### src/sv/eno3_pkg.sv
// Shared constants, types and helper functions of the ENO3 advection stencil.
package eno3_pkg;

   // Stencil geometry: three cells on each side of the updated cell.
   localparam int STENCIL_HALF = 3;
   localparam int WIN_LEN      = 2 * STENCIL_HALF + 1;
   localparam int FILL_W       = $clog2(WIN_LEN + 1);

   // Field widths.
   localparam int SAMPLE_W = 32;
   localparam int CFL_W    = 32;

   // Widths of the finite differences and of the scaled sum.
   localparam int D1_W  = SAMPLE_W + 1;
   localparam int D2_W  = SAMPLE_W + 2;
   localparam int D3_W  = SAMPLE_W + 3;
   localparam int S6_W  = SAMPLE_W + 6;
   localparam int MAG_W = S6_W - 1;

   // Register port.
   localparam int CSR_DATA_W = 32;
   localparam int CSR_ADDR_W = 3;
   localparam int CSR_IDX_W  = CSR_ADDR_W - 2;
   localparam logic [CSR_IDX_W-1:0] CSR_CFL = CSR_IDX_W'(0);

   // Division by six through a reciprocal multiply on values below 2^23.
   localparam int DIV6_IN_W   = 23;
   localparam int DIV6_SHIFT  = DIV6_IN_W + 3;
   localparam int DIV6_MULT_W = DIV6_SHIFT - 2;
   localparam int DIV6_OUT_W  = DIV6_IN_W + DIV6_MULT_W - DIV6_SHIFT;
   localparam logic [DIV6_MULT_W-1:0] DIV6_MULT =
      DIV6_MULT_W'((1 << DIV6_SHIFT) / 6 + 1);

   // Seven samples, index WIN_LEN-1 holds the newest one.
   typedef logic [WIN_LEN-1:0][SAMPLE_W-1:0] win_type;

   // Selected differences of one cell, handed from selection to scaling.
   typedef struct packed {
      logic signed [D1_W-1:0]     d1;
      logic signed [D2_W-1:0]     c2;
      logic signed [D3_W-1:0]     c3;
      logic                       upwind_left;
      logic                       second_left;
      logic signed [SAMPLE_W-1:0] old;
      logic                       last;
   } sel_type;

   // Floor of v / 6; the rounding error of the reciprocal stays below 1/8.
   function automatic logic [DIV6_OUT_W-1:0] div6(input logic [DIV6_IN_W-1:0] v);
      logic [DIV6_IN_W+DIV6_MULT_W-1:0] prod;
      prod = (DIV6_IN_W + DIV6_MULT_W)'(v) * (DIV6_IN_W + DIV6_MULT_W)'(DIV6_MULT);
      return prod[DIV6_IN_W+DIV6_MULT_W-1:DIV6_SHIFT];
   endfunction

endpackage

### src/sv/eno3_select.sv
// ENO difference selection stage of the ENO3 advection stencil.
module eno3_select (
   input  logic                        clock,
   input  logic                        reset,
   input  eno3_pkg::win_type           window,
   input  logic                        win_valid,
   input  logic                        win_last,
   output logic                        win_ready,
   input  logic signed [eno3_pkg::CFL_W-1:0] cfl,
   output logic                        sel_valid,
   output eno3_pkg::sel_type           sel,
   input  logic                        sel_ready
);
   import eno3_pkg::*;

   logic signed [D3_W-1:0] ws [WIN_LEN];
   logic signed [D3_W-1:0] d2 [3];
   logic signed [D3_W-1:0] d3 [4];
   logic signed [D3_W-1:0] pick3 [3];
   logic signed [D3_W-1:0] a1, a2, c3, d1;
   logic                   upwind_left, second_left;
   logic                   sel_v_ff, sel_v_in;
   sel_type                sel_ff, sel_in;

   function automatic logic [D3_W-1:0] mag(input logic signed [D3_W-1:0] v);
      return v[D3_W-1] ? D3_W'(-v) : D3_W'(v);
   endfunction

   // Second and third differences at every candidate position.
   always_comb begin
      for (int i = 0; i < WIN_LEN; i++) begin
         ws[i] = D3_W'(signed'(window[i]));
      end
      for (int j = 0; j < 3; j++) begin
         d2[j] = ws[j+3] - (ws[j+2] <<< 1) + ws[j+1];
      end
      for (int j = 0; j < 4; j++) begin
         d3[j] = ws[j+3] - (ws[j+2] <<< 1) - ws[j+2] + (ws[j+1] <<< 1) + ws[j+1] - ws[j];
      end
      for (int j = 0; j < 3; j++) begin
         pick3[j] = (mag(d3[j]) <= mag(d3[j+1])) ? d3[j] : d3[j+1];
      end
   end

   // Upwind side from the sign of the rate; ties prefer the left stencil.
   always_comb begin
      upwind_left = !cfl[CFL_W-1] && (cfl != '0);
      a1          = upwind_left ? d2[0] : d2[1];
      a2          = upwind_left ? d2[1] : d2[2];
      second_left = (mag(a1) <= mag(a2));
      d1          = upwind_left ? (ws[3] - ws[2]) : (ws[4] - ws[3]);
      case ({upwind_left, second_left})
         2'b11:   c3 = pick3[0];
         2'b10:   c3 = pick3[1];
         2'b01:   c3 = pick3[1];
         default: c3 = pick3[2];
      endcase
      sel_in.d1          = D1_W'(d1);
      sel_in.c2          = D2_W'(second_left ? a1 : a2);
      sel_in.c3          = c3;
      sel_in.upwind_left = upwind_left;
      sel_in.second_left = second_left;
      sel_in.old         = signed'(window[STENCIL_HALF]);
      sel_in.last        = win_last;
   end

   assign win_ready = !sel_v_ff || sel_ready;
   assign sel_v_in  = win_ready ? win_valid : sel_v_ff;

   always_ff @(posedge clock) begin
      if (reset) begin
         sel_v_ff <= 1'b0;
      end else begin
         sel_v_ff <= sel_v_in;
      end
   end

   always_ff @(posedge clock) begin
      if (win_ready && win_valid) begin
         sel_ff <= sel_in;
      end
   end

   assign sel_valid = sel_v_ff;
   assign sel       = sel_ff;

endmodule

### config.mk
export PLATFORM = sky130hd
export DESIGN_NAME = eno3_select
export DESIGN_NICKNAME = d
export VERILOG_FILES = /design/src/sv/eno3_pkg.sv /design/src/sv/eno3_select.sv
export SDC_FILE = /design/constraint.sdc
export NUM_CORES = 2
export LEC_CHECK = 0
export BUFFER_PORTS_ARGS = -buffer_cell sky130_fd_sc_hd__buf_2
export CAP_MARGIN = 30
export CORE_ASPECT_RATIO = 0.5
export CORE_UTILIZATION = 57
export CTS_CLUSTER_SIZE = 10
export DETAILED_ROUTE_END_ITERATION = 8
export PLACE_DENSITY = 0.84
export SYNTH_ARGS = -nofsm -noshare
export SYNTH_HDL_FRONTEND = slang
export SYNTH_SLANG_ARGS = --single-unit
### constraint.sdc
create_clock -name clock -period 10.6 [get_ports clock]
set_clock_uncertainty 0.2 [all_clocks]
set_input_delay 0.53 -clock clock [delete_from_list [all_inputs] [get_ports clock]]
set_output_delay 0.53 -clock clock [all_outputs]
set_load 0.005 [all_outputs]
==> impl_metrics.json <==
{
  "overflow": 0,
  "via_per_inst": 6.356,
  "cts.sinks": 138,
  "core_area_um2": 77920,
  "gp_congestion": 1.115,
  "multi_input_area_um2": 38720,
  "cp_max_fo": 22,
  "final_cell_mix": "buf_4, inv_1, ha_1, fa_1, buf_2",
  "yosys_warnings": 0,
  "routed_wl_mm": 195.3,
  "die_y_um": 201.2,
  "clk_pin_slew_ns": 0.09,
  "cts_tree": "built",
  "start_kind": "primary input",
  "start_util": 0.5805,
  "wl_per_cell_um": 25.13,
  "final_util": 0.7380,
  "finalSetupViolCount": 0,
  "crit_path_end_kind": "flop",
  "layout_commonest_cell": "buf_4",
  "grt_pass1_vias": 47150,
  "layout.nets": 7960,
  "design.die.area_um2": 80560,
  "dpl.cell_count": 7689,
  "grt_max_degree": 66,
  "cts_buffers": 17,
  "drv_cap": 0,
  "r2r_slack_ns": 8.31,
  "htree_levels": 4,
  "numPortBuffers": 399,
  "finalHoldViolations": 0,
  "synthesis.nets": 6654,
  "clk_path_buf_depth": 2,
  "period_share": 0.9963,
  "ys_types": 101,
  "syn_area_um2": 45230,
  "async_reset_ff_frac": 0,
  "insertion_delay_ns": 0.54,
  "cp-startpoint": "window[129]",
  "synth_edf_count": 137,
  "whs_ns": 0.03857,
  "drt-initial-drc-count": 6319,
  "cts-root-buf": "clkbuf_16",
  "dieWidth_um": 400.4,
  "seq_area_um2": 4134,
  "syn_avg_cell_area_um2": 8.360,
  "outcome": "finished, final reports clean",
  "track_usage": 0.4626,
  "fillers": 5945,
  "arrival_ns": 10.66,
  "synth-seq-area-share": 0.09139,
  "synth_ff_type": "edfxtp_1",
  "critical_path_required_ns": 10.70,
  "period_needed_ns": 10.56,
  "vias": 49410,
  "syn_to_final_growth_pct": 27.14,
  "grt_pass1_wl_mm": 281.8,
  "final_max_slew_viol_count": 0,
  "rows": 72,
  "hpwl_mm": 163.9,
  "slowest_stage": "fa_1",
  "setup_tns_ns": 0,
  "max_slew_margin": 0.2850,
  "syn_inst": 5411,
  "min_from": "win_valid",
  "drive_gt1_frac": 0.2513,
  "first_pass_iters": 6,
  "slowest_delay_ns": 0.53,
  "drc_errors": 0,
  "worstHoldPathType": "in -> reg",
  "ys_ff_latch": 138,
  "max_freq_mhz": 94.69,
  "reg2reg_from": "sel_valid$_SDFFE_PP0N_",
  "max_slew.worst_pin.slew_ns": 1.063,
  "io_pins": 400,
  "route.antenna.remaining_nets": 0,
  "stdcell_count": 7774,
  "path_class": "in -> reg",
  "grt_antenna_before_repair": 8
}
==> area by class of cell <==
class                   count  area share
well taps                1036     0.02254
inverters                 795     0.05189
flip-flops and latches    138     0.07188
repair buffers           1398      0.1700
diodes                      8   0.0003481
clock buffers              19    0.007527
multi-input cells        4367      0.6733
clock inverters            13    0.002545
==> synthesized netlist by cell type, types with 14 or more instances <==
| library cell | n | area share |
|---|---|---|
| inv_1 | 794 | 0.066 |
| ha_1 | 556 | 0.15 |
| fa_1 | 426 | 0.19 |
| a21oi_1 | 395 | 0.044 |
| xnor2_1 | 356 | 0.069 |
| nor2_1 | 306 | 0.025 |
| nand2_1 | 298 | 0.025 |
| o21ai_0 | 252 | 0.028 |
| xor2_1 | 176 | 0.034 |
| a21o_1 | 149 | 0.025 |
| edfxtp_1 | 137 | 0.091 |
| nand3_1 | 100 | 0.011 |
| mux2i_1 | 95 | 0.021 |
| nor3_1 | 89 | 0.0098 |
| clkbuf_1 | 82 | 0.0068 |
| a31oi_1 | 72 | 0.010 |
| nor2b_1 | 69 | 0.0095 |
| nand2b_1 | 66 | 0.0091 |
| o21a_1 | 66 | 0.011 |
| o21bai_1 | 66 | 0.011 |
| and3_1 | 62 | 0.0086 |
| nand4_1 | 60 | 0.0083 |
| a211oi_1 | 48 | 0.0080 |
| o31ai_1 | 45 | 0.0075 |
| and2_1 | 41 | 0.0057 |
| or3_1 | 41 | 0.0057 |
| nor4_1 | 40 | 0.0055 |
| mux2_2 | 39 | 0.0097 |
| a21boi_0 | 34 | 0.0056 |
| a22oi_1 | 33 | 0.0055 |
| a221oi_1 | 32 | 0.0062 |
| o211ai_1 | 32 | 0.0053 |
| or2_2 | 23 | 0.0032 |
| a211o_1 | 19 | 0.0037 |
| and4_1 | 18 | 0.0035 |
| nor3b_1 | 18 | 0.0030 |
| a221oi_2 | 17 | 0.0056 |
| nand3b_1 | 17 | 0.0028 |
| buf_1 | 15 | 0.0012 |
| o31a_1 | 15 | 0.0029 |
| o2111ai_1 | 14 | 0.0027 |
==> through the flow <==
| stage | setup WS [ns] | instance area, um2 |
|---|---|---|
| 2_1_floorplan | 0.05120 | 45250 |
| 3_5_place_dp | -1.371 | 55440 |
| 4_1_cts | 0.005026 | 56260 |
| 6_report | 0.03899 | 57510 |
| 5_1_grt | -0.1335 | 57500 |
| 3_3_place_gp | -0.9717 | 55440 |
==> worst max-delay path, delay by kind of cell <==
| family | cells | cell delay (ns) |
|---|---|---|
| AO/OA/AOI/OAI | 26 | 4.86 |
| adder cells (fa/ha/maj) | 5 | 1.51 |
| multiplexers | 1 | 0.25 |
| buffers and inverters | 12 | 1.62 |
| AND/OR/NAND/NOR | 8 | 1.03 |
| XOR/XNOR | 4 | 0.79 |
==> per-layer routing <==
metal  track usage  part of all wire
met3        0.1483              0.13
met1        0.6262              0.40
met4        0.2251             0.063
met5             0           0.00037
met2        0.6634              0.40
==> registers in the layout, indices dropped and copies added (netlist names) <==
register and flops:
sel 137, sel_valid 1
==> logic make-up (layout without fill, tap and decap cells) <==
logic type,after synthesis,in the layout,synth area share
compound gates,1436,1436,0.2120
flops,138,138,0.09139
simple gates,1279,1279,0.1427
fa+ha+maj,983,983,0.3426
buf+inv,906,2225,0.07612
mux,134,134,0.03073
xor+xnor,535,535,0.1045
other cells,0,8,0
==> final timing paths <==
path,endpoint,cells past startpoint
worst max-delay path,sel[46]$_DFFE_PP_,56
worst min-delay path,sel_valid$_SDFFE_PP0N_,3
worst max register to register,sel[103]$_DFFE_PP_,3
worst min register to register,sel_valid$_SDFFE_PP0N_,2
==> what timing repair did <==
action,4_1_cts,5_1_grt
setup buffers,0,42
hold endpoints to repair,2,0
endpoints found under the setup margin,36,59
resized for setup,57,173
pin swaps,10,108
gates cloned,0,2
hold buffers,2,0
Power is not shown: default switching activity piles up to over one toggle a cycle in this logic, so the estimate is an artifact.
