## src/sv/eno3_pkg.sv

```systemverilog
// Shared constants, types and helper functions of the ENO3 advection stencil.
package eno3_pkg;

   // Stencil geometry: three cells on each side of the updated cell.
   localparam int STENCIL_HALF = 3;
   localparam int WIN_LEN      = 2 * STENCIL_HALF + 1;
   localparam int FILL_W       = $clog2(WIN_LEN + 1);

   // Field widths.
   localparam int SAMPLE_W = 32;
   localparam int CFL_W    = 32;

   // Widths of the finite differences and of the scaled sum.
   localparam int D1_W  = SAMPLE_W + 1;
   localparam int D2_W  = SAMPLE_W + 2;
   localparam int D3_W  = SAMPLE_W + 3;
   localparam int S6_W  = SAMPLE_W + 6;
   localparam int MAG_W = S6_W - 1;

   // Register port.
   localparam int CSR_DATA_W = 32;
   localparam int CSR_ADDR_W = 3;
   localparam int CSR_IDX_W  = CSR_ADDR_W - 2;
   localparam logic [CSR_IDX_W-1:0] CSR_CFL = CSR_IDX_W'(0);

   // Division by six through a reciprocal multiply on values below 2^23.
   localparam int DIV6_IN_W   = 23;
   localparam int DIV6_SHIFT  = DIV6_IN_W + 3;
   localparam int DIV6_MULT_W = DIV6_SHIFT - 2;
   localparam int DIV6_OUT_W  = DIV6_IN_W + DIV6_MULT_W - DIV6_SHIFT;
   localparam logic [DIV6_MULT_W-1:0] DIV6_MULT =
      DIV6_MULT_W'((1 << DIV6_SHIFT) / 6 + 1);

   // Seven samples, index WIN_LEN-1 holds the newest one.
   typedef logic [WIN_LEN-1:0][SAMPLE_W-1:0] win_type;

   // Selected differences of one cell, handed from selection to scaling.
   typedef struct packed {
      logic signed [D1_W-1:0]     d1;
      logic signed [D2_W-1:0]     c2;
      logic signed [D3_W-1:0]     c3;
      logic                       upwind_left;
      logic                       second_left;
      logic signed [SAMPLE_W-1:0] old;
      logic                       last;
   } sel_type;

   // Floor of v / 6; the rounding error of the reciprocal stays below 1/8.
   function automatic logic [DIV6_OUT_W-1:0] div6(input logic [DIV6_IN_W-1:0] v);
      logic [DIV6_IN_W+DIV6_MULT_W-1:0] prod;
      prod = (DIV6_IN_W + DIV6_MULT_W)'(v) * (DIV6_IN_W + DIV6_MULT_W)'(DIV6_MULT);
      return prod[DIV6_IN_W+DIV6_MULT_W-1:DIV6_SHIFT];
   endfunction

endpackage

```

## src/sv/eno3_if.sv

```systemverilog
// Request and result channel interfaces of the ENO3 advection stencil.
interface eno3_req_if;
   import eno3_pkg::*;

   logic                       valid;
   logic                       ready;
   logic signed [SAMPLE_W-1:0] sample;
   logic                       row_start;
   logic                       row_end;

   modport source (output valid, output sample, output row_start, output row_end,
                   input ready);
   modport sink (input valid, input sample, input row_start, input row_end,
                 output ready);
endinterface


```

## src/sv/eno3_window.sv

```systemverilog
// Sample window and row fill tracking of the ENO3 advection stencil.
module eno3_window (
   input  logic             clock,
   input  logic             reset,
   eno3_req_if.sink         req_chan,
   output eno3_pkg::win_type window,
   output logic             win_valid,
   output logic             win_last,
   input  logic             win_ready
);
   import eno3_pkg::*;

   win_type           window_ff, window_in;
   logic [FILL_W-1:0] fill_ff, fill_in;
   logic [FILL_W-1:0] fill_base, fill_step;
   logic              win_v_ff, win_v_in;
   logic              win_last_ff, win_last_in;
   logic              accept;

   // A new request enters when the window is empty or is being handed on.
   assign req_chan.ready = !win_v_ff || win_ready;
   assign accept         = req_chan.valid && req_chan.ready;

   // Shift in the new sample and count how much of the row is present.
   always_comb begin
      fill_base   = req_chan.row_start ? '0 : fill_ff;
      fill_step   = (fill_base < FILL_W'(WIN_LEN)) ? FILL_W'(fill_base + FILL_W'(1))
                                                   : fill_base;
      window_in   = window_ff;
      fill_in     = fill_ff;
      win_last_in = win_last_ff;
      win_v_in    = win_v_ff;
      if (accept) begin
         window_in   = {req_chan.sample, window_ff[WIN_LEN-1:1]};
         fill_in     = req_chan.row_end ? '0 : fill_step;
         win_last_in = req_chan.row_end;
         win_v_in    = (fill_step == FILL_W'(WIN_LEN));
      end else if (win_ready) begin
         win_v_in = 1'b0;
      end
   end

   always_ff @(posedge clock) begin
      if (reset) begin
         fill_ff  <= '0;
         win_v_ff <= 1'b0;
      end else begin
         fill_ff  <= fill_in;
         win_v_ff <= win_v_in;
      end
   end

   // Sample storage only matters once a full row window is present.
   always_ff @(posedge clock) begin
      window_ff   <= window_in;
      win_last_ff <= win_last_in;
   end

   assign window    = window_ff;
   assign win_valid = win_v_ff;
   assign win_last  = win_last_ff;

`ifndef NO_ASSERTIONS
   ap_fill_range: assert property (@(posedge clock) disable iff (reset)
      fill_ff <= FILL_W'(WIN_LEN))
      else $error("fill count beyond window length");

   ap_row_end_clears: assert property (@(posedge clock) disable iff (reset)
      accept && req_chan.row_end |=> fill_ff == '0)
      else $error("fill count not cleared after row end");

   ap_valid_needs_full: assert property (@(posedge clock) disable iff (reset)
      win_v_ff && !win_last_ff |-> fill_ff == FILL_W'(WIN_LEN))
      else $error("window handed on without a full row window");
`endif

endmodule

```

## src/flat_wrapper.sv

```systemverilog
// flat-port wrapper written by rule: the top's interface ports become plain ports
module eno3_window_flat import eno3_pkg::*;
  (clock, reset, window, win_valid, win_last, win_ready, req_chan_valid, req_chan_sample, req_chan_row_start, req_chan_row_end, req_chan_ready);
  eno3_req_if req_chan_i ();
  input  logic clock;
  input  logic reset;
  output eno3_pkg::win_type window;
  output logic win_valid;
  output logic win_last;
  input  logic win_ready;
  input wire logic [$bits(req_chan_i.valid)-1:0] req_chan_valid;
  input wire logic [$bits(req_chan_i.sample)-1:0] req_chan_sample;
  input wire logic [$bits(req_chan_i.row_start)-1:0] req_chan_row_start;
  input wire logic [$bits(req_chan_i.row_end)-1:0] req_chan_row_end;
  output wire logic [$bits(req_chan_i.ready)-1:0] req_chan_ready;
  assign req_chan_i.valid = req_chan_valid;
  assign req_chan_i.sample = req_chan_sample;
  assign req_chan_i.row_start = req_chan_row_start;
  assign req_chan_i.row_end = req_chan_row_end;
  assign req_chan_ready = req_chan_i.ready;
  eno3_window u_core (.clock(clock), .reset(reset), .req_chan(req_chan_i), .window(window), .win_valid(win_valid), .win_last(win_last), .win_ready(win_ready));
endmodule
```

## config.mk

```make
export PLATFORM = sky130hd
export DESIGN_NAME = eno3_window_flat
export DESIGN_NICKNAME = d
export VERILOG_FILES = /design/src/sv/eno3_pkg.sv /design/src/sv/eno3_if.sv /design/src/sv/eno3_window.sv /design/src/flat_wrapper.sv
export SDC_FILE = /design/constraint.sdc
export NUM_CORES = 1
export LEC_CHECK = 0
export BUFFER_PORTS_ARGS = -buffer_cell sky130_fd_sc_hd__buf_2
export CAP_MARGIN = 5
export CORE_ASPECT_RATIO = 0.9
export CORE_MARGIN = 3
export CORE_UTILIZATION = 40
export CTS_BUF_LIST = sky130_fd_sc_hd__clkbuf_16
export DETAILED_ROUTE_END_ITERATION = 7
export HOLD_SLACK_MARGIN = 0.05
export PLACE_DENSITY = 0.78
export SYNTH_ARGS = -nofsm -noshare
export SYNTH_HDL_FRONTEND = slang
export SYNTH_SLANG_ARGS = --single-unit
```

## constraint.sdc

```tcl
create_clock -name clock -period 16.31 [get_ports clock]
set_clock_uncertainty 0.2 [all_clocks]
set_input_delay 3.262 -clock clock [delete_from_list [all_inputs] [get_ports clock]]
set_output_delay 3.262 -clock clock [all_outputs]
set_load 0.005 [all_outputs]
```

==> impl_metrics.tcl <==
set metrics [dict create \
    run_status "finished clean" \
    clk_latency_ps 480 \
    initial_core_util_pct 41.2 \
    finalCriticalPeriod_ps 7550 \
    post_cts_buffers 0 \
    first_pass_iters 4 \
    io_pins 265 \
    ys_seq_area_share_pct 97.5 \
    first_iter_violations 233 \
    rows 45 \
    dp_slack_ps 8780 \
    fin_ws_ps 8760 \
    critPathLaunchType "input pin" \
    powerDensity_nw_per_um2 140 \
    ant_nets 0 \
    wirelength_mm 15.1 \
    grt_pass1_wl_mm 22.3 \
    finalSetupViolCount 0 \
    synthArstFlopShare_pct 0 \
    worst_pin_slew_ps 1110 \
    grt_antenna_before_repair 0 \
    drc 0 \
    area_growth_syn_to_layout_pct 35.2 \
    crit_arrival_ps 4090 \
    die_area_um2 19200 \
    dp_hpwl_mm 11.0 \
    cts_tree "yes" \
    min_period_over_period_pct 46.3 \
    fp.dieH_um 132 \
    synth_flop_cell "edfxtp_1" \
    drive_gt1_share_pct 54.5 \
    syn_nets 294 \
    vias_per_cell 4.41 \
    yosysWarningCount 0 \
    cts-root-buf "clkbuf_16" \
    met2_length_mm 8.21 \
    clkTransAtPathRegs_ps 60 \
    timing.rr.start "u_core.win_valid$_SDFFE_PP0P_" \
    port_buffers 264 \
    hold_start "u_core.window[156]$_DFFE_PP_" \
    cts-buffers-inserted 23 \
    place_congestion 0.785 \
    synth_cell_types 21 \
    final_hold_viol_count 0 \
    grt_max_degree 91 \
    slew_violations 0 \
    highest_layer "met4" \
    grtUsageTotal_pct 15.0 \
    worst_hold_path_type "reg2reg" \
    grt.overflow.total 0 \
    vias 3523 \
    routed-wl-met3_um 709 \
    fin_nets 586 \
    cts_hold_buf 0 \
    rsz0062_at_grt "no" \
    crit_path_max_fanout 6 \
    cap_violations 0 \
    grt_pass1_vias 3711 \
    r2r_end "u_core.window[22]$_DFFE_PP_" \
    wl_met1_mm 5.66 \
    core_area_um2 17000 \
    cts.sinks 229 \
    path_class "in2out" \
    ys_ff_latch 229 \
    synth_edf_count 225 \
    antennaDiodeCount 0 \
    max_freq_mhz 132 \
    r2r_cells 4 \
    r2r_slack_ps 13360 \
    avgRoutedWirePerCell_um 18.9 \
    htree_levels 1 \
    leakagePower_nw 3.77 \
    worstPathRequired_ps 12850 \
    worst_slew_margin_rel_pct 25.8 \
    syn_inst 255 \
    end_kind "output pin" \
    syn_area_um2 7010 \
    die_w_um 146 \
    cts_resized 0 \
    hold_depth 0 \
    peakVddDrop_v 0.0000801 \
    avgSynthCellArea_um2 27.5 \
    tns_ps 0 \
    hold_end "u_core.window[124]$_DFFE_PP_" \
    ctsLongestPathBuffers 3 \
]
[worst max path at each step]
stage,startpoint,end
finish,win_ready,req_chan_ready
global route,win_ready,req_chan_ready
CTS,win_ready,req_chan_ready
detailed placement,win_ready,req_chan_ready
global placement,win_ready,req_chan_ready
floorplan,win_ready,u_core.win_last$_DFFE_PP_
[registers in the layout, summed over array words and instances, names as in the netlist]
register          cells
u_core.window       224
u_core.fill_ff        3
u_core.win_last       1
u_core.win_valid      1
[cells by family (layout without fill, tap and decap cells)]
logic type | after synthesis | after routing | share of synthesized area, %
adder cells (fa/ha/maj) | 1 | 1 | 0.178
flip-flops | 229 | 229 | 97.5
AND/OR/NAND/NOR | 10 | 10 | 0.928
buffers and inverters | 4 | 312 | 0.214
multiplexers | 1 | 1 | 0.143
AO/OA/AOI/OAI | 10 | 10 | 1.03
[synthesized netlist by cell type, drive strengths merged (2+ instances only)]
| cell | number | area (µm²) |
|---|---|---|
| edfxtp | 225 | 6760 |
| dfxtp | 4 | 80.1 |
| inv | 4 | 15.0 |
| a21oi | 3 | 15.0 |
| nand2b | 3 | 21.3 |
| and2b | 2 | 15.0 |
| o21ai | 2 | 10.0 |
[cells in the final DEF, fill, tap and decap left out, types with 3 or more instances in the layout]
cell type | Yosys | routed
a21oi_1 | 3 | 3
buf_2 | 0 | 264
buf_4 | 0 | 3
bufinv_16 | 0 | 6
clkbuf_16 | 0 | 23
clkinv_2 | 0 | 3
dfxtp_1 | 4 | 4
edfxtp_1 | 225 | 225
inv_1 | 3 | 7
[report_power, final]
| group | total, mW | leakage [nW] | switching, mW | internal, mW |
|---|---|---|---|---|
| Sequential | 0.707 | 2.23 | 0.0173 | 0.690 |
| Combinational | 0.0584 | 1.13 | 0.0331 | 0.0253 |
| Clock | 0.559 | 0.412 | 0.206 | 0.353 |
[per-layer routing]
layer / track usage, % / up-vias
li1: - / 1621
met2: 27.1 / 131
met5: 0 / -
met3: 3.48 / 36
met4: 5.38 / 0
met1: 17.4 / 1735
[area by class of cell]
| cell class | instances | area [µm²] |
|---|---|---|
| Sequential cell | 229 | 6840 |
| Tap cell | 235 | 294 |
| Multi-Input combinational cell | 22 | 168 |
| Clock buffer | 23 | 576 |
| Timing Repair Buffer | 267 | 1340 |
| Clock inverter | 18 | 246 |
| Fill cell | 1338 | 7520 |
| Inverter | 4 | 15.0 |
[worst max-delay path: stages]
cell	delay, ps
buf_2	100
nor2b_1	420
inv_1	150
buf_2	160
[stage by stage]
step	area (µm²)	cells	power, mW	util, %	hold slack [ps]
after floorplan	7010	255	0.736	-	252
after global placement	8660	757	0.776	50.9	225
after detailed placement	8660	757	0.780	50.9	229
after CTS	9480	798	1.34	55.7	239
after global routing	9480	798	1.37	55.7	248
final	9480	798	1.32	55.7	235
Note: power is estimated with default switching activity, not from simulation.
