### src/sv/eno3_pkg.sv
// Shared constants, types and helper functions of the ENO3 advection stencil.
package eno3_pkg;

   // Stencil geometry: three cells on each side of the updated cell.
   localparam int STENCIL_HALF = 3;
   localparam int WIN_LEN      = 2 * STENCIL_HALF + 1;
   localparam int FILL_W       = $clog2(WIN_LEN + 1);

   // Field widths.
   localparam int SAMPLE_W = 32;
   localparam int CFL_W    = 32;

   // Widths of the finite differences and of the scaled sum.
   localparam int D1_W  = SAMPLE_W + 1;
   localparam int D2_W  = SAMPLE_W + 2;
   localparam int D3_W  = SAMPLE_W + 3;
   localparam int S6_W  = SAMPLE_W + 6;
   localparam int MAG_W = S6_W - 1;

   // Register port.
   localparam int CSR_DATA_W = 32;
   localparam int CSR_ADDR_W = 3;
   localparam int CSR_IDX_W  = CSR_ADDR_W - 2;
   localparam logic [CSR_IDX_W-1:0] CSR_CFL = CSR_IDX_W'(0);

   // Division by six through a reciprocal multiply on values below 2^23.
   localparam int DIV6_IN_W   = 23;
   localparam int DIV6_SHIFT  = DIV6_IN_W + 3;
   localparam int DIV6_MULT_W = DIV6_SHIFT - 2;
   localparam int DIV6_OUT_W  = DIV6_IN_W + DIV6_MULT_W - DIV6_SHIFT;
   localparam logic [DIV6_MULT_W-1:0] DIV6_MULT =
      DIV6_MULT_W'((1 << DIV6_SHIFT) / 6 + 1);

   // Seven samples, index WIN_LEN-1 holds the newest one.
   typedef logic [WIN_LEN-1:0][SAMPLE_W-1:0] win_type;

   // Selected differences of one cell, handed from selection to scaling.
   typedef struct packed {
      logic signed [D1_W-1:0]     d1;
      logic signed [D2_W-1:0]     c2;
      logic signed [D3_W-1:0]     c3;
      logic                       upwind_left;
      logic                       second_left;
      logic signed [SAMPLE_W-1:0] old;
      logic                       last;
   } sel_type;

   // Floor of v / 6; the rounding error of the reciprocal stays below 1/8.
   function automatic logic [DIV6_OUT_W-1:0] div6(input logic [DIV6_IN_W-1:0] v);
      logic [DIV6_IN_W+DIV6_MULT_W-1:0] prod;
      prod = (DIV6_IN_W + DIV6_MULT_W)'(v) * (DIV6_IN_W + DIV6_MULT_W)'(DIV6_MULT);
      return prod[DIV6_IN_W+DIV6_MULT_W-1:DIV6_SHIFT];
   endfunction

endpackage

### src/sv/eno3_if.sv


interface eno3_rsp_if;
   import eno3_pkg::*;

   logic                       valid;
   logic                       ready;
   logic signed [SAMPLE_W-1:0] new_value;
   logic                       last_of_row;

   modport source (output valid, output new_value, output last_of_row, input ready);
   modport sink (input valid, input new_value, input last_of_row, output ready);
endinterface

### src/sv/eno3_scale.sv
// Sum, rate multiply, rounded division by six and saturation pipeline.
module eno3_scale (
   input  logic                              clock,
   input  logic                              reset,
   input  logic                              sel_valid,
   input  eno3_pkg::sel_type                 sel,
   output logic                              sel_ready,
   input  logic signed [eno3_pkg::CFL_W-1:0] cfl,
   eno3_rsp_if.source                        rsp_chan
);
   import eno3_pkg::*;

   localparam int PLO_W  = 2 * CFL_W;
   localparam int PHI_W  = CFL_W + MAG_W - 32;
   localparam int Y_W    = MAG_W + 3;
   localparam int HALF_W = Y_W / 2;
   localparam int RES_W  = Y_W + 2;
   // Half the divisor, added so that the floor rounds to nearest.
   localparam logic [Y_W-1:0] ROUND_BIAS = Y_W'(3);
   localparam logic signed [RES_W-1:0] RES_MAX = (RES_W'(1) <<< (SAMPLE_W - 1)) - RES_W'(1);
   localparam logic signed [RES_W-1:0] RES_MIN = -(RES_W'(1) <<< (SAMPLE_W - 1));

   typedef struct packed {
      logic signed [SAMPLE_W-1:0] old;
      logic                       last;
      logic                       neg;
   } tag_type;

   // Stage valids and ready chain.
   logic sum_v_ff, mul_v_ff, y_v_ff, hi_v_ff, lo_v_ff, out_v_ff;
   logic sum_rdy, mul_rdy, y_rdy, hi_rdy, lo_rdy, out_rdy;

   // Stage payloads.
   logic signed [S6_W-1:0]     s6_ff, s6_in;
   logic [PLO_W-1:0]           p_lo_ff, p_lo_in;
   logic [PHI_W-1:0]           p_hi_ff, p_hi_in;
   logic [Y_W-1:0]             y_ff, y_in;
   logic [HALF_W-1:0]          qh_ff, qh_in, lo_part_ff;
   logic [2:0]                 rh_ff, rh_in;
   logic [Y_W-1:0]             q_ff, q_in;
   logic signed [SAMPLE_W-1:0] out_value_ff, out_value_in;
   logic                       out_last_ff;
   tag_type                    sum_tag_ff, sum_tag_in, mul_tag_ff, mul_tag_in;
   tag_type                    y_tag_ff, hi_tag_ff, lo_tag_ff;

   // Intermediate terms.
   logic signed [S6_W-1:0]    d1x, c2x, c3x, t1, t2, t3;
   logic [CFL_W-1:0]          cfl_mag;
   logic [S6_W-1:0]           s6_mag;
   logic [DIV6_OUT_W-1:0]     qh_full, qz_full;
   logic [DIV6_IN_W-1:0]      times6, rh_full;
   logic signed [RES_W-1:0]   old_x, q_x, res;

   // A stage loads when it is empty or its content moves on.
   assign out_rdy   = !out_v_ff || rsp_chan.ready;
   assign lo_rdy    = !lo_v_ff || out_rdy;
   assign hi_rdy    = !hi_v_ff || lo_rdy;
   assign y_rdy     = !y_v_ff || hi_rdy;
   assign mul_rdy   = !mul_v_ff || y_rdy;
   assign sum_rdy   = !sum_v_ff || mul_rdy;
   assign sel_ready = sum_rdy;

   // Six times the ENO flux difference, with the third-order coefficient folded in.
   always_comb begin
      d1x = S6_W'(signed'(sel.d1));
      c2x = S6_W'(signed'(sel.c2));
      c3x = S6_W'(signed'(sel.c3));
      t1  = (d1x <<< 2) + (d1x <<< 1);
      t2  = sel.upwind_left ? ((c2x <<< 1) + c2x) : -((c2x <<< 1) + c2x);
      t3  = (sel.upwind_left ^ sel.second_left) ? -(c3x <<< 1) : (c3x <<< 2);
      s6_in           = t1 + t2 + t3;
      sum_tag_in.old  = sel.old;
      sum_tag_in.last = sel.last;
      sum_tag_in.neg  = 1'b0;
   end

   // Magnitude product of rate and sum, split into two partial products.
   always_comb begin
      cfl_mag = cfl[CFL_W-1] ? CFL_W'(-cfl) : CFL_W'(cfl);
      s6_mag  = s6_ff[S6_W-1] ? S6_W'(-s6_ff) : S6_W'(s6_ff);
      p_lo_in = PLO_W'(cfl_mag) * PLO_W'(s6_mag[31:0]);
      p_hi_in = PHI_W'(cfl_mag) * PHI_W'(s6_mag[MAG_W-1:32]);
      mul_tag_in     = sum_tag_ff;
      mul_tag_in.neg = cfl[CFL_W-1] ^ s6_ff[S6_W-1];
   end

   // Drop the Q1.30 fraction and add the rounding bias.
   assign y_in = Y_W'({p_hi_ff, 2'b00}) + Y_W'(p_lo_ff[PLO_W-1:30]) + ROUND_BIAS;

   // Long division by six in two halves: upper half first.
   always_comb begin
      qh_full = div6(DIV6_IN_W'(y_ff[Y_W-1:HALF_W]));
      qh_in   = qh_full[HALF_W-1:0];
      times6  = DIV6_IN_W'({qh_in, 2'b00}) + DIV6_IN_W'({qh_in, 1'b0});
      rh_full = DIV6_IN_W'(y_ff[Y_W-1:HALF_W]) - times6;
      rh_in   = rh_full[2:0];
   end

   // Lower half takes the remainder of the upper one.
   always_comb begin
      qz_full = div6({rh_ff, lo_part_ff});
      q_in    = {qh_ff, qz_full[HALF_W-1:0]};
   end

   // Apply the correction and saturate to the sample range.
   always_comb begin
      old_x = RES_W'(signed'(lo_tag_ff.old));
      q_x   = signed'(RES_W'(q_ff));
      res   = lo_tag_ff.neg ? (old_x + q_x) : (old_x - q_x);
      if (res > RES_MAX) begin
         out_value_in = RES_MAX[SAMPLE_W-1:0];
      end else if (res < RES_MIN) begin
         out_value_in = RES_MIN[SAMPLE_W-1:0];
      end else begin
         out_value_in = res[SAMPLE_W-1:0];
      end
   end

   always_ff @(posedge clock) begin
      if (reset) begin
         sum_v_ff <= 1'b0;
         mul_v_ff <= 1'b0;
         y_v_ff   <= 1'b0;
         hi_v_ff  <= 1'b0;
         lo_v_ff  <= 1'b0;
         out_v_ff <= 1'b0;
      end else begin
         if (sum_rdy) sum_v_ff <= sel_valid;
         if (mul_rdy) mul_v_ff <= sum_v_ff;
         if (y_rdy)   y_v_ff   <= mul_v_ff;
         if (hi_rdy)  hi_v_ff  <= y_v_ff;
         if (lo_rdy)  lo_v_ff  <= hi_v_ff;
         if (out_rdy) out_v_ff <= lo_v_ff;
      end
   end

   always_ff @(posedge clock) begin
      if (sum_rdy && sel_valid) begin
         s6_ff      <= s6_in;
         sum_tag_ff <= sum_tag_in;
      end
      if (mul_rdy && sum_v_ff) begin
         p_lo_ff    <= p_lo_in;
         p_hi_ff    <= p_hi_in;
         mul_tag_ff <= mul_tag_in;
      end
      if (y_rdy && mul_v_ff) begin
         y_ff     <= y_in;
         y_tag_ff <= mul_tag_ff;
      end
      if (hi_rdy && y_v_ff) begin
         qh_ff      <= qh_in;
         rh_ff      <= rh_in;
         lo_part_ff <= y_ff[HALF_W-1:0];
         hi_tag_ff  <= y_tag_ff;
      end
      if (lo_rdy && hi_v_ff) begin
         q_ff      <= q_in;
         lo_tag_ff <= hi_tag_ff;
      end
      if (out_rdy && lo_v_ff) begin
         out_value_ff <= out_value_in;
         out_last_ff  <= lo_tag_ff.last;
      end
   end

   assign rsp_chan.valid       = out_v_ff;
   assign rsp_chan.new_value   = out_value_ff;
   assign rsp_chan.last_of_row = out_last_ff;

`ifndef NO_ASSERTIONS
   ap_remainder_range: assert property (@(posedge clock) disable iff (reset)
      hi_v_ff |-> rh_ff < 3'd6)
      else $error("upper remainder of division by six out of range");

   ap_bias_present: assert property (@(posedge clock) disable iff (reset)
      y_v_ff |-> y_ff >= ROUND_BIAS)
      else $error("rounded product lost its bias");
`endif

endmodule

### src/flat_wrapper.sv
// flat-port wrapper written by rule: the top's interface ports become plain ports
module eno3_scale_flat import eno3_pkg::*;
  (clock, reset, sel_valid, sel, sel_ready, cfl, rsp_chan_valid, rsp_chan_new_value, rsp_chan_last_of_row, rsp_chan_ready);
  eno3_rsp_if rsp_chan_i ();
  input  logic clock;
  input  logic reset;
  input  logic sel_valid;
  input  eno3_pkg::sel_type sel;
  output logic sel_ready;
  input  logic signed [eno3_pkg::CFL_W-1:0] cfl;
  output wire logic [$bits(rsp_chan_i.valid)-1:0] rsp_chan_valid;
  output wire logic [$bits(rsp_chan_i.new_value)-1:0] rsp_chan_new_value;
  output wire logic [$bits(rsp_chan_i.last_of_row)-1:0] rsp_chan_last_of_row;
  input wire logic [$bits(rsp_chan_i.ready)-1:0] rsp_chan_ready;
  assign rsp_chan_valid = rsp_chan_i.valid;
  assign rsp_chan_new_value = rsp_chan_i.new_value;
  assign rsp_chan_last_of_row = rsp_chan_i.last_of_row;
  assign rsp_chan_i.ready = rsp_chan_ready;
  eno3_scale u_core (.clock(clock), .reset(reset), .sel_valid(sel_valid), .sel(sel), .sel_ready(sel_ready), .cfl(cfl), .rsp_chan(rsp_chan_i));
endmodule
### config.mk
export PLATFORM = sky130hd
export DESIGN_NAME = eno3_scale_flat
export DESIGN_NICKNAME = d
export VERILOG_FILES = /design/src/sv/eno3_pkg.sv /design/src/sv/eno3_if.sv /design/src/sv/eno3_scale.sv /design/src/flat_wrapper.sv
export SDC_FILE = /design/constraint.sdc
export NUM_CORES = 2
export LEC_CHECK = 0
export BUFFER_PORTS_ARGS = -buffer_cell sky130_fd_sc_hd__buf_2
export CORE_MARGIN = 1
export CORE_UTILIZATION = 67
export CTS_BUF_LIST = sky130_fd_sc_hd__clkbuf_8
export DETAILED_ROUTE_END_ITERATION = 16
export GPL_ROUTABILITY_DRIVEN = 0
export PLACE_DENSITY = 0.83
export SLEW_MARGIN = 20
export SYNTH_ARGS = -nofsm -noshare
export SYNTH_HDL_FRONTEND = slang
export SYNTH_SLANG_ARGS = --single-unit
### constraint.sdc
create_clock -name clock -period 14.5 [get_ports clock]
set_input_delay 2.175 -clock clock [delete_from_list [all_inputs] [get_ports clock]]
set_output_delay 2.175 -clock clock [all_outputs]
set_load 0.02 [all_outputs]
==> reports/summary.md <==
• **run status** finished, final reports clean
• **final non-filler cell total** 9509
• **total congestion overflow after global routing** 0
• **maximum single-stage delay on the critical path** 0.81 ns
• **number of H-tree levels** 3
• **syn_nets** 10100
• **clock tree from TritonCTS** done
• **post-synthesis cell type count** 104
• **number of global-route vias before repair** 63200
• **largest net degree at the start of global routing** 73
• **fraction of layout instances using a drive strength above 1** 0.0722
• **Die X-Extent** 337 um
• **Die Y** 337 um
• **Least-Margin Pin Slew** 1.25 ns
• **M3 GR Usage** 0.114
• **synthesized area per cell** 9.70 um^2
• **starting density of the core** 0.679
• **area of the mapped netlist** 75400 um^2
• **most used cell along the critical path** sky130_fd_sc_hd__fa_1
• **initial antenna violation count** 19
• **overall routing resource usage** 0.383
• **kind of path behind the tightest hold check** reg2reg
• **sequential fraction of the synthesis area** 0.173
• **number of buffers on the longest clock path** 3
• **final layout net count** 10200
• **synthesis-stage register bit count** 436
• **Worst Setup Start Kind** primary input
• **post-CTS setup repair buffer count** 0
• **most used cells in the layout excluding fill and tap cells** 1449 x sky130_fd_sc_hd__inv_1, 1289 x sky130_fd_sc_hd__fa_1, 877 x sky130_fd_sc_hd__nor2_1
• **GRT Max-Usage Layer** met2
• **share of flip-flops with an asynchronous set or reset after synthesis** 0
• **synthesis warning total** 0
• **routed length per instance** 22.3 um
• **clock skew** 0.0886 ns
• **maximum capacitance violations** 0
• **fillers** 7611
• **setup repair after global routing missed its margin** false
• **most common flop cell mapped by yosys** sky130_fd_sc_hd__edfxtp_1
• **Buffers on Ports** 207
• **HPWL after detailed placement** 166000 um
• **ratio of final minimum period to clock period** 0.882
• **footprint of the flip-flops and latches** 13000 um^2
• **routed wire length** 212000 um
• **vias post-DR** 58500
• **global routing met2 resource utilization** 0.626
• **Post-Syn Instances** 7777
• **most common cell after layout, fill and taps aside** sky130_fd_sc_hd__inv_1
• **post-route DRC violation count** 0
• **highest achievable clock rate** 78.2 MHz
• **Setup-failing EPs final** 0
• **worst slew margin relative to its limit** 0.166
• **buffer type at the clock tree root** sky130_fd_sc_hd__clkbuf_8
• **placement row count** 122
• **wire length of the first global-routing pass** 333000 um
• **top fanout value on the critical path** 14
• **vias per cell** 6.15
• **die area** 114000 um^2
• **DP Cell Count** 9356
• **max-slew violations** 0
• **count of flip-flops with a built-in enable after synthesis** 430
• **fraction of met1 tracks used by global routing** 0.430
• **data required time at the worst endpoint** 14.99 ns
• **DRT antenna net count** 0
• **CP arrival** 13.28 ns
• **Worst Setup Path Type** in2reg
• **final setup TNS** 0 ns
• **Sinks on Clock Net** 436
• **area grow syn2layout** 6.87%
• **setup slack on the worst flop-to-flop path** 2.87 ns
• **total of hold buffers inserted after clock tree synthesis** 0
• **crit path capture type** flop
• **slowest cell on the critical path** sky130_fd_sc_hd__xor2_1
• **later-pin clock latency in the skew report** 0.79 ns
• **1st-iter DRT viols** 5113
• **core box area** 111000 um^2
• **number of buffers created by CTS** 74
• **post-CTS sizing** 0
• **fin crit period** 12.78 ns
• **detailed-router iteration count before antenna repair** 9
• **worst slack at placement** 1.40 ns
• **final setup margin** 1.72 ns
• **I/O pins** 208
• **Clock Pin Slew Worst Setup and Hold Paths** 0.06 ns
• **hold violation total from the final report** 0
• **final worst hold slack** 0.415 ns
• **area taken by multi-input logic gates** 56700 um^2
synthesized netlist by cell type, types with 47 or more instances:
library cell / number / share of area
sky130_fd_sc_hd__xor2_1: 187 / 0.022
sky130_fd_sc_hd__inv_1: 1434 / 0.071
sky130_fd_sc_hd__xnor2_1: 252 / 0.029
sky130_fd_sc_hd__nor3_1: 71 / 0.0047
sky130_fd_sc_hd__clkbuf_1: 207 / 0.010
sky130_fd_sc_hd__a21oi_1: 290 / 0.019
sky130_fd_sc_hd__nand3_1: 58 / 0.0038
sky130_fd_sc_hd__a31oi_1: 50 / 0.0041
sky130_fd_sc_hd__o21ai_0: 177 / 0.012
sky130_fd_sc_hd__and2_1: 47 / 0.0039
sky130_fd_sc_hd__nor2_1: 877 / 0.044
sky130_fd_sc_hd__nand2_1: 701 / 0.035
sky130_fd_sc_hd__a21o_1: 157 / 0.016
sky130_fd_sc_hd__nand2b_1: 48 / 0.0040
sky130_fd_sc_hd__edfxtp_1: 430 / 0.17
sky130_fd_sc_hd__ha_1: 830 / 0.14
sky130_fd_sc_hd__fa_1: 1289 / 0.34
final cells by class:
type                    count  area share
flip-flops and latches    436       0.162
repair buffers            334      0.0250
clock buffers              74      0.0126
clock inverters            57     0.00661
inverters                1434      0.0668
diodes                     20    0.000621
multi-input cells        5666       0.704
well taps                1488      0.0231
flip-flops by register name (all words and copies together), names as in the netlist, 32 cells and up:
register and flops:
u_core.y_ff 40, u_core.q_ff 38, u_core.s6_ff 38, u_core.p_hi_ff 37, u_core.hi_tag_ff 34, u_core.lo_tag_ff 34, u_core.mul_tag_ff 34, u_core.p_lo_ff 34
u_core.y_tag_ff 34, u_core.mul_tag_in 33, u_core.rsp_chan.new_value 32
critical path, delay by kind of cell:
family	cells	cell delay, ns
compound gates	9	3.21
xor+xnor	1	0.81
fa+ha+maj	9	4.26
buf+inv	6	0.71
simple gates	6	2.08
per-stage QoR:
| stage | instance area (um^2) | util |
|---|---|---|
| after detailed placement | 78900 | 0.710 |
| after global placement | 78900 | 0.710 |
| after global routing | 80600 | 0.725 |
| after CTS | 80500 | 0.724 |
| final | 80600 | 0.725 |
| after floorplan | 75400 | - |
per-layer routing:
metal | part of all wire | up-vias
li1 | - | 25300
met1 | 0.34 | 28400
met2 | 0.47 | 3569
met3 | 0.11 | 1162
met4 | 0.084 | 6
met5 | 0.00017 | -
kinds of logic after synthesis:
family          share of synthesized area
flops                               0.173
fa+ha+maj                           0.480
buf+inv                            0.0842
compound gates                     0.0889
xor+xnor                           0.0521
mux                               0.00164
simple gates                        0.120
final timing paths:
path,end,cells after the start,startpoint
worst max-delay path,u_core.p_lo_ff[61],31,cfl[6]
worst min-delay path,u_core.mul_tag_ff[26],0,u_core.mul_tag_in[26]
worst max register to register,u_core.p_lo_ff[61],28,u_core.s6_ff[2]
worst min register to register,u_core.mul_tag_ff[26],0,u_core.mul_tag_in[26]
Power is left out: the tool's default activity adds up to more than one toggle a clock period on the data nets, which glitch-free logic cannot reach.
